**src/rtl/lbfp_pkg.sv**
```systemverilog
// shared types, operation codes and constants of the lsb-first bit field packer
// no dependencies; used by every module of the block but lbfp_fifo
package lbfp_pkg;

   localparam int WORD_BITS  = 32;
   localparam int WORD_BYTES = 4;

   // depths of the command queue and of the result queue
   localparam int CMD_DEPTH = 2;
   localparam int RSP_DEPTH = 2;

   localparam logic [15:0] BUF_SIZE_RESET = 16'd1472;

   // operation codes on the input channel
   localparam logic [1:0] OP_PUT     = 2'd0;
   localparam logic [1:0] OP_FLUSH   = 2'd1;
   localparam logic [1:0] OP_RESTART = 2'd2;

   // register index, taken from address bit 2
   localparam logic REG_BUF_SIZE = 1'b0;

   typedef struct packed {
      logic [1:0]  operation;
      logic [31:0] field_value;
      logic [5:0]  field_width;
   } req_type;

   typedef struct packed {
      logic [31:0] word_out;
      logic        word_valid;
      logic        error;
      logic [15:0] bytes_used;
   } rsp_type;

   typedef enum logic [1:0] {
      KIND_PUT     = 2'd0,
      KIND_FLUSH   = 2'd1,
      KIND_RESTART = 2'd2,
      KIND_NONE    = 2'd3
   } kind_type;

   // classified command handed from front to back
   typedef struct packed {
      kind_type    kind;
      logic        width_bad;
      logic [5:0]  width;
      logic [3:0]  room_bytes;
      logic [31:0] value;
   } cmd_type;

endpackage

```
**src/rtl/lbfp_fifo.sv**
```systemverilog
// small first-in first-out queue of registers
// no package dependency; instanced by the top level for commands and results
module lbfp_fifo #(
   parameter int WIDTH = 1,
   parameter int DEPTH = 2
) (
   input  logic             clock,
   input  logic             reset,
   input  logic             push,
   input  logic [WIDTH-1:0] push_data,
   output logic             full,
   input  logic             pop,
   output logic [WIDTH-1:0] pop_data,
   output logic             empty
);

   localparam int PTR_W = (DEPTH > 1) ? $clog2(DEPTH) : 1;
   localparam int CNT_W = $clog2(DEPTH + 1);

   logic [WIDTH-1:0] mem_ff [DEPTH];
   logic [PTR_W-1:0] wr_ptr_ff, wr_ptr_in;
   logic [PTR_W-1:0] rd_ptr_ff, rd_ptr_in;
   logic [CNT_W-1:0] count_ff, count_in;
   logic             do_push, do_pop;

   assign full     = (count_ff == CNT_W'(DEPTH));
   assign empty    = (count_ff == '0);
   assign do_push  = push && !full;
   assign do_pop   = pop && !empty;
   assign pop_data = mem_ff[rd_ptr_ff];

   always_comb begin
      wr_ptr_in = wr_ptr_ff;
      rd_ptr_in = rd_ptr_ff;
      count_in  = count_ff;
      if (do_push) begin
         wr_ptr_in = (wr_ptr_ff == PTR_W'(DEPTH - 1)) ? '0 : wr_ptr_ff + 1'b1;
      end
      if (do_pop) begin
         rd_ptr_in = (rd_ptr_ff == PTR_W'(DEPTH - 1)) ? '0 : rd_ptr_ff + 1'b1;
      end
      if (do_push && !do_pop) begin
         count_in = count_ff + 1'b1;
      end else if (do_pop && !do_push) begin
         count_in = count_ff - 1'b1;
      end
   end

   always_ff @(posedge clock) begin
      if (reset) begin
         wr_ptr_ff <= '0;
         rd_ptr_ff <= '0;
         count_ff  <= '0;
      end else begin
         wr_ptr_ff <= wr_ptr_in;
         rd_ptr_ff <= rd_ptr_in;
         count_ff  <= count_in;
      end
   end

   always_ff @(posedge clock) begin
      if (do_push) begin
         mem_ff[wr_ptr_ff] <= push_data;
      end
   end

endmodule

```
**src/rtl/lbfp_front.sv**
```systemverilog
// front stage: accepts input items, decodes the operation and masks the value
// depends on lbfp_pkg; feeds the command queue
module lbfp_front (
   input  logic             clock,
   input  logic             reset,
   input  logic             push,
   input  lbfp_pkg::req_type req,
   output logic             full,
   output logic             cmd_valid,
   output lbfp_pkg::cmd_type cmd,
   input  logic             cmd_ready
);

   logic              valid_ff, valid_in;
   lbfp_pkg::cmd_type cmd_ff;
   lbfp_pkg::cmd_type cmd_in;
   logic              take;
   logic [31:0]       mask;

   assign full      = valid_ff && !cmd_ready;
   assign take      = push && !full;
   assign cmd_valid = valid_ff;
   assign cmd       = cmd_ff;

   always_comb begin
      mask = req.field_width[5] ? 32'hFFFF_FFFF
                                : ((32'd1 << req.field_width[4:0]) - 32'd1);
      cmd_in.width      = req.field_width;
      cmd_in.width_bad  = req.field_width > 6'(lbfp_pkg::WORD_BITS);
      cmd_in.room_bytes = {1'b0, req.field_width[5:3]} + 4'd1;
      cmd_in.value      = req.field_value & mask;
      unique case (req.operation)
         lbfp_pkg::OP_PUT:     cmd_in.kind = lbfp_pkg::KIND_PUT;
         lbfp_pkg::OP_FLUSH:   cmd_in.kind = lbfp_pkg::KIND_FLUSH;
         lbfp_pkg::OP_RESTART: cmd_in.kind = lbfp_pkg::KIND_RESTART;
         default:              cmd_in.kind = lbfp_pkg::KIND_NONE;
      endcase
   end

   always_comb begin
      valid_in = valid_ff;
      if (take) begin
         valid_in = 1'b1;
      end else if (cmd_ready) begin
         valid_in = 1'b0;
      end
   end

   always_ff @(posedge clock) begin
      if (reset) begin
         valid_ff <= 1'b0;
      end else begin
         valid_ff <= valid_in;
      end
   end

   always_ff @(posedge clock) begin
      if (take) begin
         cmd_ff <= cmd_in;
      end
   end

endmodule

```
**src/rtl/lbfp_back.sv**
```systemverilog
// back stage: holds the accumulator and byte count and executes one command a cycle when a
// command waits and the result queue has room; depends on lbfp_pkg; reads the command queue, writes the result queue
module lbfp_back (
   input  logic              clock,
   input  logic              reset,
   input  logic [15:0]       buf_size,
   input  logic              cmd_empty,
   input  lbfp_pkg::cmd_type cmd,
   output logic              cmd_pop,
   input  logic              rsp_full,
   output logic              rsp_push,
   output lbfp_pkg::rsp_type rsp
);

   logic [31:0] acc_ff, acc_in;
   logic [4:0]  pend_ff, pend_in;
   logic [15:0] count_ff, count_in;
   logic        fire;
   logic [16:0] need_put, need_word;
   logic        fits_put, fits_word;
   logic [5:0]  total;
   logic [63:0] merged;

   assign fire     = !cmd_empty && !rsp_full;
   assign cmd_pop  = fire;
   assign rsp_push = fire;

   always_comb begin
      need_put  = {1'b0, count_ff} + {13'd0, cmd.room_bytes};
      need_word = {1'b0, count_ff} + 17'(lbfp_pkg::WORD_BYTES);
      fits_put  = need_put <= {1'b0, buf_size};
      fits_word = need_word <= {1'b0, buf_size};
      total     = {1'b0, pend_ff} + cmd.width;
      merged    = ({32'd0, cmd.value} << pend_ff) | {32'd0, acc_ff};

      acc_in  = acc_ff;
      pend_in = pend_ff;
      count_in = count_ff;
      rsp.word_out   = '0;
      rsp.word_valid = 1'b0;
      rsp.error      = 1'b0;

      unique case (cmd.kind)
         lbfp_pkg::KIND_PUT: begin
            if (cmd.width_bad || !fits_put || (total[5] && !fits_word)) begin
               rsp.error = 1'b1;
            end else begin
               // a word leaves at 32 bits; pending count wraps modulo 32 either way
               pend_in = total[4:0];
               if (total[5]) begin
                  rsp.word_out   = merged[31:0];
                  rsp.word_valid = 1'b1;
                  count_in       = count_ff + 16'(lbfp_pkg::WORD_BYTES);
                  acc_in         = merged[63:32];
               end else begin
                  acc_in = merged[31:0];
               end
            end
         end
         lbfp_pkg::KIND_FLUSH: begin
            if (pend_ff != '0) begin
               if (!fits_word) begin
                  rsp.error = 1'b1;
               end else begin
                  rsp.word_out   = acc_ff;
                  rsp.word_valid = 1'b1;
                  count_in       = count_ff + 16'(lbfp_pkg::WORD_BYTES);
                  acc_in         = '0;
                  pend_in        = '0;
               end
            end else begin
               acc_in = '0;
            end
         end
         lbfp_pkg::KIND_RESTART: begin
            acc_in   = '0;
            pend_in  = '0;
            count_in = '0;
         end
         default: begin
         end
      endcase
      rsp.bytes_used = count_in;
   end

   always_ff @(posedge clock) begin
      if (reset) begin
         acc_ff   <= '0;
         pend_ff  <= '0;
         count_ff <= '0;
      end else if (fire) begin
         acc_ff   <= acc_in;
         pend_ff  <= pend_in;
         count_ff <= count_in;
      end
   end

endmodule

```
**src/rtl/lsb_first_bit_field_packer_top.sv**
```systemverilog
// lsb-first bit field packer: one item per cycle sustained while results are popped,
// one result per item; a result reaches the result ports through the front register,
// the command queue and the back stage, which writes the result queue
// the back stage's update of accumulator and byte count per command sets the rate
// synchronous active-high reset clears queues, accumulator, pending bits and byte count,
// and sets the buffer size register to 1472
module lsb_first_bit_field_packer_top #(
   parameter int CMD_DEPTH = lbfp_pkg::CMD_DEPTH,
   parameter int RSP_DEPTH = lbfp_pkg::RSP_DEPTH
) (
   input  logic              clock,
   input  logic              reset,
   input  logic              req_push,
   output logic              req_full,
   input  lbfp_pkg::req_type req_data,
   output logic              rsp_empty,
   input  logic              rsp_pop,
   output lbfp_pkg::rsp_type rsp_data,
   input  logic              csr_psel,
   input  logic              csr_penable,
   input  logic              csr_pwrite,
   input  logic [2:0]        csr_paddr,
   input  logic [31:0]       csr_pwdata,
   output logic [31:0]       csr_prdata,
   output logic              csr_pready
);

   logic [15:0]       buf_size_ff, buf_size_in;
   logic              csr_wr;
   logic              front_valid, front_ready;
   lbfp_pkg::cmd_type front_cmd;
   logic              cmd_full, cmd_empty, cmd_pop;
   lbfp_pkg::cmd_type cmd_head;
   logic              rsp_full, rsp_push;
   lbfp_pkg::rsp_type back_rsp;

   assign csr_pready = 1'b1;
   assign csr_wr     = csr_psel && csr_penable && csr_pwrite && csr_pready
                       && (csr_paddr[2] == lbfp_pkg::REG_BUF_SIZE);
   assign buf_size_in = csr_wr ? csr_pwdata[15:0] : buf_size_ff;
   assign csr_prdata  = (csr_paddr[2] == lbfp_pkg::REG_BUF_SIZE) ? {16'd0, buf_size_ff} : '0;

   always_ff @(posedge clock) begin
      if (reset) begin
         buf_size_ff <= lbfp_pkg::BUF_SIZE_RESET;
      end else begin
         buf_size_ff <= buf_size_in;
      end
   end

   lbfp_front u_front (
      .clock     (clock),
      .reset     (reset),
      .push      (req_push),
      .req       (req_data),
      .full      (req_full),
      .cmd_valid (front_valid),
      .cmd       (front_cmd),
      .cmd_ready (front_ready)
   );

   assign front_ready = !cmd_full;

   lbfp_fifo #(
      .WIDTH ($bits(lbfp_pkg::cmd_type)),
      .DEPTH (CMD_DEPTH)
   ) u_cmd_q (
      .clock     (clock),
      .reset     (reset),
      .push      (front_valid),
      .push_data (front_cmd),
      .full      (cmd_full),
      .pop       (cmd_pop),
      .pop_data  (cmd_head),
      .empty     (cmd_empty)
   );

   lbfp_back u_back (
      .clock     (clock),
      .reset     (reset),
      .buf_size  (buf_size_ff),
      .cmd_empty (cmd_empty),
      .cmd       (cmd_head),
      .cmd_pop   (cmd_pop),
      .rsp_full  (rsp_full),
      .rsp_push  (rsp_push),
      .rsp       (back_rsp)
   );

   lbfp_fifo #(
      .WIDTH ($bits(lbfp_pkg::rsp_type)),
      .DEPTH (RSP_DEPTH)
   ) u_rsp_q (
      .clock     (clock),
      .reset     (reset),
      .push      (rsp_push),
      .push_data (back_rsp),
      .full      (rsp_full),
      .pop       (rsp_pop),
      .pop_data  (rsp_data),
      .empty     (rsp_empty)
   );

endmodule

```
**config.mk**
```make
export PLATFORM = sky130hd
export DESIGN_NAME = lsb_first_bit_field_packer_top
export DESIGN_NICKNAME = d
export VERILOG_FILES = /design/src/rtl/lbfp_pkg.sv /design/src/rtl/lbfp_fifo.sv /design/src/rtl/lbfp_front.sv /design/src/rtl/lbfp_back.sv /design/src/rtl/lsb_first_bit_field_packer_top.sv
export SDC_FILE = /design/constraint.sdc
export NUM_CORES = 1
export LEC_CHECK = 0
export ABC_AREA = 1
export BUFFER_PORTS_ARGS = -buffer_cell sky130_fd_sc_hd__buf_2
export CAP_MARGIN = 30
export CORE_UTILIZATION = 55
export DETAILED_ROUTE_END_ITERATION = 10
export PLACE_DENSITY = 0.86
export REMOVE_ABC_BUFFERS = 1
export SYNTH_ARGS = -nofsm -noshare
export SYNTH_HDL_FRONTEND = slang
export SYNTH_SLANG_ARGS = --single-unit
```
**constraint.sdc**
```tcl
create_clock -name clock -period 4.9 [get_ports clock]
set_input_delay 0.49 -clock clock [delete_from_list [all_inputs] [get_ports clock]]
set_output_delay 0.49 -clock clock [all_outputs]
set_load 0.02 [all_outputs]
```
# --- Word-level counts from Yosys, hierarchy flattened ---
# Memory sizes are Yosys's and may differ from the RTL's. A register that Yosys moved wholly into a read port is not among the register bits.
# Index checks and enable logic that the tools add are counted.
totals:
  ff_bits: 123
  latch_bits: 0
  ram_bits: 190
  mem_bits_ro: 0
  in_bits: 82
  output_inout_bits: 85
  elab_cells: 131
  mem_count: 2
memory_table:
  columns: ["name", "depth", "width", "rd", "rd_clocked_by_memory_dff", "wr", "line", "rtl"]
  rows:
  - ["u_rsp_q.mem_ff", 2, 50, 1, 1, 1, "lbfp_fifo.sv:20", "logic [WIDTH-1:0] mem_ff [DEPTH];"]
  - ["u_cmd_q.mem_ff", 2, 45, 1, 1, 1, "lbfp_fifo.sv:20", null]
classes:
  addsub: 14
  n_mul: 0
  div_mod_pow: 0
  order_cmp: 3
  n_eq_ne: 11
  shifts: 2
  mux: 42
  bitwise: 3
  reduce_logical: 38
op_table:
  columns: ["cell", "count"]
  rows:
  - ["$mux W32", 5]
  - ["$mux W33", 3]
  - ["$pmux W32 S3", 1]
  - ["$mux W16", 5]
  - ["$pmux W34 S2", 1]
  - ["$or A64 B32 Y64", 1]
  - ["$shl A32 B5 Y64", 1]
  - ["$pmux W16 S3", 1]
  - ["$le A17 B16 Y1", 2]
  - ["$mux W34", 1]
  - ["$and A32 B32 Y32", 1]
  - ["$shl A1 B5 Y32 const A", 1]
  - ["$sub A32 B1 Y32 const B", 1]
  - ["$add A16 B3 Y17 const B", 1]
  - ["$add A16 B4 Y17", 1]
  - ["$add A16 B3 Y16 const B", 1]
  - ["$mux W1", 16]
  - ["$logic_and A1 B1 Y1", 15]
  - ["$mux W5", 3]
  - ["$pmux W5 S3", 1]
  - ["$logic_not A1 Y1", 11]
  - ["$eq A2 B2 Y1 const B", 4]
  - ["$logic_not A2 Y1", 4]
  - ["$mux W2", 4]
  - ["other kinds (18)", 28]

# --- Longest topological paths before layout ---
# Gate-level depths: netlist of run 1.
depth:
  depth_word: 8
  depth_mapped: 31
  depth_no_buf: 27

# --- Modules after synthesis ---
# Synthesis of run 1 repeated with hierarchy kept, for this count alone.
unflattened:
  hier_cells: 2277
  area_unflattened_um2: 19351.1
by_module_without_submodules:
  columns: ["module", "instances", "cells_per_inst", "area_each_um2", "seq_area_each_um2"]
  rows:
  - ["lbfp_back", 1, 1450, 7827.5, 1061.0]
  - ["lbfp_fifo (u_rsp_q)", 1, 193, 4115.2, 3103.0]
  - ["lbfp_fifo (u_cmd_q)", 1, 177, 3701.0, 2802.7]
  - ["lbfp_front", 1, 302, 2698.8, 1371.3]
  - ["lsb_first_bit_field_packer_top", 1, 155, 1008.5, 320.3]

# --- Worst setup path before layout of run 1 ---
# OpenSTA, ideal clock, no wires.
synth_timing:
  kind: "reg-to-reg"
  start: "register with a tool-made name"
  end: "memory u_rsp_q.mem_ff[0][37] (netlist name) (data pin)"
  setup_time_ns: 0.169
  t_arrival_ns: 4.061
  t_required_ns: 4.731
  slack_ns: 0.670
  stages_incl_launch_ff: 23
  path_buffers: 4
  period_less_slack_ns: 4.230
  cell_sequence: "dfxtp_1 -> buf_2 -> inv_2 -> buf_2 -> clkbuf_1 -> or2_2 -> o21ai_0 -> fa_1 -> o21ai_2 -> nand2_1 -> nor3_1 -> nand2_1 -> xor2_1 -> ha_1 -> nand2_1 -> nor4b_1 -> nand4_1 -> nand2_4 -> nand2_8 -> nor3_4 -> buf_4 -> nand2_1 -> o21ai_0"
synth_lines:
  columns: ["element", "line"]
  rows:
  - ["end: declaration", "lbfp_fifo.sv:20"]

==> results of run 1 <==
placed cells by master, fill, tap and decap left out, types with 3 or more instances in the layout:
cell / synthesis / final
a21boi_0: 8 / 8
a21o_1: 4 / 4
a21oi_1: 93 / 93
a22oi_1: 14 / 14
a31oi_1: 5 / 5
buf_2: 26 / 131
buf_4: 20 / 22
clkbuf_1: 67 / 11
clkbuf_16: 0 / 31
clkinv_1: 6 / 7
clkinv_2: 0 / 4
clkinvlp_4: 0 / 3
conb_1: 2 / 17
dfxtp_1: 80 / 79
edfxtp_1: 235 / 235
ha_1: 53 / 53
inv_1: 184 / 183
inv_2: 5 / 5
inv_6: 0 / 3
mux2_2: 50 / 50
nand2_1: 463 / 462
nand2_2: 2 / 3
nand3_1: 356 / 356
nand3_2: 3 / 3
nand3b_1: 3 / 3
nand4_1: 28 / 28
nor2_1: 214 / 210
nor2_2: 3 / 3
nor2_4: 0 / 4
nor3_1: 20 / 19
o211ai_1: 12 / 12
o21a_1: 14 / 14
o21ai_0: 118 / 118
o31ai_1: 7 / 7
or2_2: 4 / 4
xnor2_1: 3 / 3
xor2_1: 30 / 30
sequential cells by signal, summed over array words and instances (netlist names), 2 cells and up, named ones only:
| name | cells |
|---|---|
| u_cmd_q.count_ff | 2 |
| u_back.acc_ff | 32 |
| u_rsp_q.mem_ff | 100 |
| u_rsp_q.count_ff | 2 |
| u_back.count_ff | 16 |
| u_front.cmd | 45 |
| u_back.pend_ff | 5 |
| u_cmd_q.mem_ff | 90 |
| buf_size_ff | 16 |
critical path: cells and delay by family (launching register included):
family	cells	cell delay, ps
AO/OA/AOI/OAI	3	660
adder cells (fa/ha/maj)	2	540
XOR/XNOR	1	170
buffers and inverters	4	900
flip-flops	1	380
AND/OR/NAND/NOR	15	1540
metal layers:
| metal | wire length, um | vias up | global-route usage (%) |
|---|---|---|---|
| li1 | - | 7508 | - |
| met1 | 19500 | 7303 | 36.9 |
| met2 | 21000 | 816 | 44.0 |
| met3 | 3900 | 97 | 3.67 |
| met4 | 1160 | 0 | 8.27 |
| met5 | 0 | - | 0 |
final timing paths:
kind	slack, ps	depth (start not counted)	endpoint	from
worst max-delay path	420	25	u_rsp_q.mem_ff[1][30]	register
worst min-delay path	110	1	u_front.cmd[43]	req_data[38]
worst max register to register	420	25	u_rsp_q.mem_ff[1][30]	register
worst min register to register	440	0	u_cmd_q.mem_ff[1][5]	u_front.cmd[5]
logic make-up (layout without fill, tap and decap cells):
group / Yosys count / in the layout / synth area share, %
and+or+nand+nor: 1110 / 1110 / 26.9
muxes: 51 / 51 / 3.17
adders and majority gates: 55 / 55 / 3.89
AOI/OAI and AO/OA: 281 / 281 / 8.69
DFF: 315 / 315 / 47.9
other: 2 / 17 / 0.0416
xor gates and xnor gates: 33 / 33 / 1.60
buffers and inverters: 335 / 408 / 7.76
area by class of cell:
class,instances,area [sq um]
Fill cell,2692,12600
Sequential cell,315,8660
Multi-Input combinational cell,1547,8100
Timing Repair Buffer,155,852
Clock buffer,43,831
Inverter,196,744
Tap cell,442,553
Clock inverter,14,145
where the power goes:
part / internal, W / switching, W / total (W)
registers: 0.00369 / 0.000268 / 0.00396
logic: 0.00208 / 0.00477 / 0.00685
clock network: 0.00130 / 0.00100 / 0.00230
total: 0.00707 / 0.00604 / 0.0131
stage by stage:
step | hold slack, ps | cells | cell area (sq um) | power (W)
floorplan | 421 | 2058 | 17500 | 0.00876
global placement | 422 | 2654 | 18900 | 0.0104
detailed placement | 430 | 2654 | 18900 | 0.0107
CTS | 101 | 2711 | 19900 | 0.0130
global route | 104 | 2712 | 19900 | 0.0140
finish | 113 | 2712 | 19900 | 0.0131
==> qor.yml, run 1 <==
avgRoutedWirePerCell_um: 16.8
dieHeight_um: 183
cts_sinks: 315
synth_cell_types: 54
timing.setup.tns_ps: 0
grt.overflow.total: 0
critPathMaxFanout: 42
row_count: 66
fin_nets: 2383
grtUsageTotal_pct: 26.8
drt_first_iter_violations: 1785
setup_ws_ps: 422
async_flop_share_pct: 0
dr_total_vias: 15700
clockRootBuffer: "clkbuf_16"
place_ws_ps: 240
avgViaCountPerCell: 5.80
numPortBuffers: 131
slowest_delay_ps: 390
layout_min_cycle_time_ps: 4480
cts_hold_buffers: 0
die_area_sq_um: 33600
rsz0062_at_grt: "false"
cts_setup_buffers: 0
core-area_sq_um: 32500
yosysMostFrequentCell: "nand2_1"
ioPinCount: 167
ys_seq_area_share_pct: 47.9
ys.flop_type: "edfxtp_1"
p_leak_nw: 8.58
yosys-top-cells-area: "edfxtp_1 39%, nand3_1 9.9%, nand2_1 9.6%, dfxtp_1 8.9%, nor2_1 4.4%"
ant_nets: 0
tritoncts: "built"
gp_congestion: 0.959
wl_mm: 45.6
min_path_type: "in2reg"
slew_headroom_pct: 30.3
grt_max_degree: 67
cp_data_arrival_time_ps: 4740
ir_drop_v: 0.000431
end_kind: "register"
syn2layout_area_growth_pct: 10.1
synth_top_area_cell: "edfxtp_1"
synth_edf_count: 235
avgSynthCellArea_sq_um: 8.28
timing.fmax_mhz: 223
cp.required_ps: 5160
syn_inst: 2182
cpMostUsedCell: "nand2_1"
report.final.slew_viol_count: 0
floorplan.initialDensity_pct: 55.7
htree_levels: 1
syn_area_sq_um: 18100
die_x_um: 183
cap_violations: 0
netlist.area_leader.share_pct: 39.1
post-route-drc-count: 0
fin_worst_skew_ps: 13.0
worst_pin_slew_ps: 1040
cts_resized: 0
dp_hpwl_mm: 31.5
critPathLaunchType: "register"
drive_gt1_share_pct: 12.5
grt_pass1_vias: 14500
critical_path_class: "reg2reg"
slowest_stage: "buf_4"
cts_max_path_buffers: 3
cts_made_buffers: 31
ys_ff_latch: 315
period_share_pct: 91.4
synth_warnings: 0
powerDensity_nw_per_um2: 659
finalSetupViolations: 0
clkTransAtPathRegs_ps: 60
antenna_found_initial: 0
antenna_cells: 0
final_hold_viol_count: 0
clock_latency_ps: 560
post-route-util_pct: 61.3
status: "completed"
drt_pass1_iterations: 7
grt_pass1_wl_mm: 72.9
synth_commonest_cells: "463 x nand2_1, 356 x nand3_1, 235 x edfxtp_1"
No activity file was read; power rests on OpenSTA's default activity.
==> run 2: changes to the inputs <==
--- a/config.mk
+++ b/config.mk
@@ -6,11 +6,11 @@
 export NUM_CORES = 1
 export LEC_CHECK = 0
 export ABC_AREA = 1
-export BUFFER_PORTS_ARGS = -buffer_cell sky130_fd_sc_hd__buf_2
 export CAP_MARGIN = 30
 export CORE_UTILIZATION = 55
 export DETAILED_ROUTE_END_ITERATION = 10
-export PLACE_DENSITY = 0.86
+export DONT_BUFFER_PORTS = 1
+export PLACE_DENSITY = 0.81
 export REMOVE_ABC_BUFFERS = 1
 export SYNTH_ARGS = -nofsm -noshare
 export SYNTH_HDL_FRONTEND = slang
==> run 2 against run 1 <==
Against the previous run: sequential share of layout area is 0.89 points higher; total power is 0.84% higher; via count is 4.1% lower; register-to-register slack worse by 40 ps; worst hold slack worse by 81 ps; setup slack worse by 44 ps; sequential cell count stayed put; first-iteration DRC count is 16% lower; routed wire length is 3.5% lower; combinational power is 2% lower; critical path type unchanged; largest cell class unchanged.
==> qor.yml, run 2 (synthesis gave the netlist of run 1 again) <==
cpMostUsedCell: "nand2_1"
final_hold_viol_count: 0
slowest_stage: "dfxtp_1"
critical_path_class: "reg2reg"
status: "completed"
cts_max_path_buffers: 3
multiInputGateArea_sq_um: 8130
finalSetupViolations: 0
slowest_delay_ps: 410
p_leak_nw: 8.14
slew_headroom_pct: 36.7
grt_max_degree: 74
place_ws_ps: 165
numPortBuffers: 0
largest_reg_flops: 100
report.final.slew_viol_count: 0
clockRootBuffer: "clkbuf_16"
rsz0062_at_grt: "false"
ant_nets: 0
drt_first_iter_violations: 1491
gp_congestion: 0.959
cts_made_buffers: 34
cp_cell_sequence: "buf_6 > nand2_1 > nand2_1 > ha_1 > a21oi_1 > nand2_1 > a21oi_1 > nor2_1 > xor2_1 > inv_1 > ha_1 > nand2_1 > nor4_1 > nand4_1 > nand2_4 > nand2_8 > nand2_8 > nand3_4 > nor2_1 > nor2_1"
setup_ws_ps: 378
dp_hpwl_mm: 30.0
layout_min_cycle_time_ps: 4520
fillers: 2706
dr_total_vias: 15100
drt_pass1_iterations: 6
cts_hold_buffers: 0
timing.fmax_mhz: 221
powerDensity_nw_per_um2: 678
row_count: 66
clkTransAtPathRegs_ps: 60
path_buf_inv: 2
layout.cells.non_filler: 2589
end_kind: "register"
avgViaCountPerCell: 5.83
grt.overflow.total: 0
antenna_found_initial: 0
grt_pass1_wl_mm: 70.7
period_share_pct: 92.3
core-area_sq_um: 32500
floorplan.initialDensity_pct: 55.7
holdWs_ps: 31.1
dieHeight_um: 183
ir_drop_v: 0.000511
tritoncts: "built"
avgRoutedWirePerCell_um: 17.0
cp.required_ps: 5300
cp_data_arrival_time_ps: 4930
fin_worst_skew_ps: 19.1
wl_mm: 44.0
regArea_sq_um: 8660
final_cell_mix: "462 x nand2_1, 356 x nand3_1, 235 x edfxtp_1"
mostFrequentLayoutCell: "nand2_1"
min_path_type: "in2reg"
die_x_um: 183
syn2layout_area_growth_pct: 7.85
dpl.cell_count: 2523
die_area_sq_um: 33600
drive_gt1_share_pct: 7.73
cts_sinks: 315
post-route-drc-count: 0
htree_levels: 2
cap_violations: 0
path_delay_family: "simple AND/OR/NAND/NOR gates"
ioPinCount: 167
grtUsageTotal_pct: 26.1
worst_pin_slew_ps: 943
largest-register: "u_rsp_q.mem_ff"
grt_pass1_vias: 13800
clock_latency_ps: 530
antenna_cells: 0
critPathLaunchType: "register"
critPathMaxFanout: 35
fin_nets: 2259
## run 2: report_power, final
| part | internal [W] | total, W | switching [W] | leakage [nW] |
|---|---|---|---|---|
| Sequential | 0.00369 | 0.00395 | 0.000253 | 2.88 |
| Clock | 0.00154 | 0.00260 | 0.00106 | 0.539 |
| Combinational | 0.00197 | 0.00668 | 0.00470 | 4.72 |
| Total | 0.00721 | 0.0132 | 0.00601 | 8.14 |
## run 2: per-layer routing
metal / share of wire (%) / up-vias / routed length, um / track usage [%]
met5: 0 / - / 0 / 0
met2: 45 / 750 / 20000 / 41.5
met1: 43 / 6961 / 18900 / 36.6
met3: 9.2 / 95 / 4050 / 4.27
li1: - / 7275 / - / -
met4: 2.4 / 0 / 1060 / 8.03
## run 2: cell type report
| type | instances | area share, % |
|---|---|---|
| clock buffer | 41 | 4.61 |
| clock inverter | 20 | 1.25 |
| inverter | 196 | 3.82 |
| multi-input combinational | 1548 | 41.7 |
| sequential | 315 | 44.4 |
| tap | 442 | 2.84 |
| timing repair buffer | 27 | 1.35 |
## run 2: per-stage QoR
| stage | cell area, sq um | total power, W | setup TNS, ps | utilization [%] |
|---|---|---|---|---|
| final | 19500 | 0.0132 | 0 | 60.0 |
| after floorplan | 17500 | 0.00876 | -28850 | - |
| after detailed placement | 18200 | 0.0104 | 0 | 56.2 |
| after global placement | 18200 | 0.0102 | 0 | 56.1 |
| after global routing | 19500 | 0.0142 | 0 | 60.0 |
| after CTS | 19400 | 0.0131 | 0 | 59.7 |
## run 2: timing repair
item,4_1_cts,5_1_grt
endpoints found under the setup margin,0,96
gates resized for setup,0,5
setup buffers,0,3
## run 2: path summary, 6_finish.rpt
| path | slack (ps) | cells past startpoint | to | startpoint |
|---|---|---|---|---|
| worst min register to register | 430 | 0 | u_cmd_q.mem_ff[1][8] | u_front.cmd[8] |
| worst max-delay path | 380 | 20 | u_back.acc_ff[12] | register |
| worst min-delay path | 30 | 1 | u_front.cmd_valid | reset |
| worst max register to register | 380 | 20 | u_back.acc_ff[12] | register |
==> run 3: changes to the inputs <==
--- a/config.mk
+++ b/config.mk
@@ -8,6 +8,7 @@
 export ABC_AREA = 1
 export CAP_MARGIN = 30
 export CORE_UTILIZATION = 55
+export CTS_BUF_LIST = sky130_fd_sc_hd__clkbuf_4 sky130_fd_sc_hd__clkbuf_8
 export DETAILED_ROUTE_END_ITERATION = 10
 export DONT_BUFFER_PORTS = 1
 export PLACE_DENSITY = 0.81
==> run 3 against run 2 <==
Against the previous run: register-to-register slack worse by 20 ps; design area down 0.11%; total power down 2.1%; first-iteration DRC count up 4.5%; final cell count up 1.5%; count of clock-buffer cells in the layout up 30; sequential cell count unchanged; critical path depth up 1; via count up 0.68%.
==> qor.yml, run 3 (synthesis gave the netlist of run 1 again) <==
rsz0062_at_grt: "false"
power.switching_w: 0.00602
antenna_cells: 0
largest-register: "u_rsp_q.mem_ff"
p_int_w: 0.00693
clock_latency_ps: 600
swShare_pct: 46.5
total_power_w: 0.0129
grtUsageTotal_pct: 26.4
p_leak_nw: 8.18
rr_worst_depth: 21
crit_end: "u_back.acc_ff[10]"
drt_pass1_iterations: 8
met1_length_mm: 19.0
avgRoutedWirePerCell_um: 17.0
largest_reg_flops: 100
avgViaCountPerCell: 5.78
cts_max_path_buffers: 3
p_clk_share_pct: 17.6
critical_path_class: "reg2reg"
final_hold_viol_count: 0
antenna_found_initial: 0
critPathMaxFanout: 41
ioPinCount: 167
pwr-share-comb_pct: 51.9
drt_first_iter_violations: 1558
cts_made_buffers: 50
path_delay_family: "simple AND/OR/NAND/NOR gates"
cts_sinks: 315
met3_length_mm: 4.30
dieHeight_um: 183
period_share_pct: 92.6
min_path_type: "in2reg"
floorplan.initialDensity_pct: 55.7
die_area_sq_um: 33600
ir_drop_v: 0.000462
r2r-end: "u_back.acc_ff[10]"
pwr-share-seq_pct: 30.5
report.final.slew_viol_count: 0
grt_pass1_wl_mm: 71.4
slowest_delay_ps: 430
worst_pin_slew_ps: 934
grt_pass1_vias: 14100
fin_worst_skew_ps: 27.8
numPortBuffers: 0
grt_max_degree: 74
critPathLaunchType: "register"
mostFrequentLayoutCell: "nand2_1"
drive_gt1_share_pct: 8.96
clockRootBuffer: "clkbuf_8"
layout_min_cycle_time_ps: 4540
dp_hpwl_mm: 30.0
top_layer_used: "met4"
cpMostUsedCell: "nand2_1"
path_buf_inv: 2
ant_nets: 0
route.met2.wl_mm: 20.3
crit_cells: 21
tritoncts: "built"
cp_data_arrival_time_ps: 5010
r2r_setup_slack_ps: 360
row_count: 66
place_ws_ps: 165
timing.fmax_mhz: 220
htree_levels: 2
die_x_um: 183
clkTransAtPathRegs_ps: 60
final_cell_mix: "462 x nand2_1, 356 x nand3_1, 235 x edfxtp_1"
gp_congestion: 0.959
syn2layout_area_growth_pct: 7.74
status: "completed"
fillers: 2715
core-area_sq_um: 32500
dr_total_vias: 15200
fin_nets: 2285
finalSetupViolations: 0
post-route-drc-count: 0
slew_headroom_pct: 37.4
grt.overflow.total: 0
powerDensity_nw_per_um2: 665
slowest_stage: "dfxtp_1"
cp_cell_sequence: "inv_2 > buf_4 > nand2_1 > nand2_1 > ha_1 > nand2_1 > o21ai_2 > nand2_1 > nor3_1 > nand2_1 > xor2_1 > ha_1 > nand2_1 > nor4b_1 > nand4_1 > nand2_4 > nand2_8 > nand2_8 > nand3_4 > nor2_1 > nor2_1"
end_kind: "register"
setup_ws_ps: 362
cp.required_ps: 5370
cap_violations: 0
wl_mm: 44.8
==> run 3: metal layers <==
| metal | vias to the layer above | GRT usage [%] |
|---|---|---|
| met5 | - | 0 |
| met1 | 6990 | 36.3 |
| met2 | 759 | 41.9 |
| met4 | 0 | 9.20 |
| li1 | 7322 | - |
| met3 | 112 | 4.73 |
==> run 3: metrics by stage <==
stage	cells	setup TNS (ps)	hold WS, ps	instance area (sq um)	util [%]
after floorplan	2058	-28850	421	17500	-
after global placement	2522	0	426	18200	56.1
after detailed placement	2523	0	433	18200	56.2
after CTS	2624	0	6.26	19400	59.7
after global routing	2629	0	18.2	19500	60.0
final	2629	0	27.1	19500	60.0
==> run 3: area by class of cell <==
class                      count  area, sq um  share of cell area, %
clock inverter                20          151                  0.778
inverter                     196          744                   3.82
tap                          442          553                   2.84
multi-input combinational   1549         8130                   41.8
sequential                   315         8660                   44.5
timing repair buffer          36          357                   1.83
clock buffer                  71          871                   4.47
==> run 3: worst reg2reg max path: stages (launching register included) <==
cell     delay (ps)
dfxtp_1         430
inv_2            70
buf_4           270
nand2_1         110
nand2_1          80
ha_1            360
nand2_1          90
o21ai_2         170
nand2_1         110
nor3_1          320
nand2_1         120
xor2_1          160
ha_1            290
nand2_1          80
nor4b_1         300
nand4_1         180
nand2_4         280
nand2_8         190
nand2_8         170
nand3_4         360
nor2_1          220
nor2_1           70
==> run 3: power groups by stage <==
stage	registers, W	clock network (W)	logic [W]
2_1_floorplan	0.00407	0	0.00469
3_3_place_gp	0.00396	0	0.00620
3_5_place_dp	0.00400	0	0.00644
4_1_cts	0.00394	0.00232	0.00649
5_1_grt	0.00401	0.00243	0.00748
6_report	0.00395	0.00228	0.00672
==> run 3: how the worst min path moves through the flow <==
| stage | endpoint | slack, ps | from | depth (start not counted) |
|---|---|---|---|---|
| 2_1_floorplan | u_cmd_q.mem_ff[0][0] | 420 | u_front.cmd[0] | 0 |
| 3_3_place_gp | u_cmd_q.mem_ff[0][30] | 430 | u_front.cmd[30] | 0 |
| 3_5_place_dp | u_cmd_q.mem_ff[1][36] | 430 | u_front.cmd[36] | 0 |
| 4_1_cts | buf_size_ff[6] | 6 | csr_pwdata[6] | 2 |
| 5_1_grt | buf_size_ff[10] | 20 | csr_pwdata[10] | 2 |
| 6_report | buf_size_ff[10] | 30 | csr_pwdata[10] | 2 |
==> run 3: what timing repair did <==
action / CTS / global route
endpoints found under the setup margin: 0 / 96
resized for setup: 0 / 4
setup buffers: 0 / 2
hold buffers: 10 / 0
endpoints found under the hold margin: 18 / 0
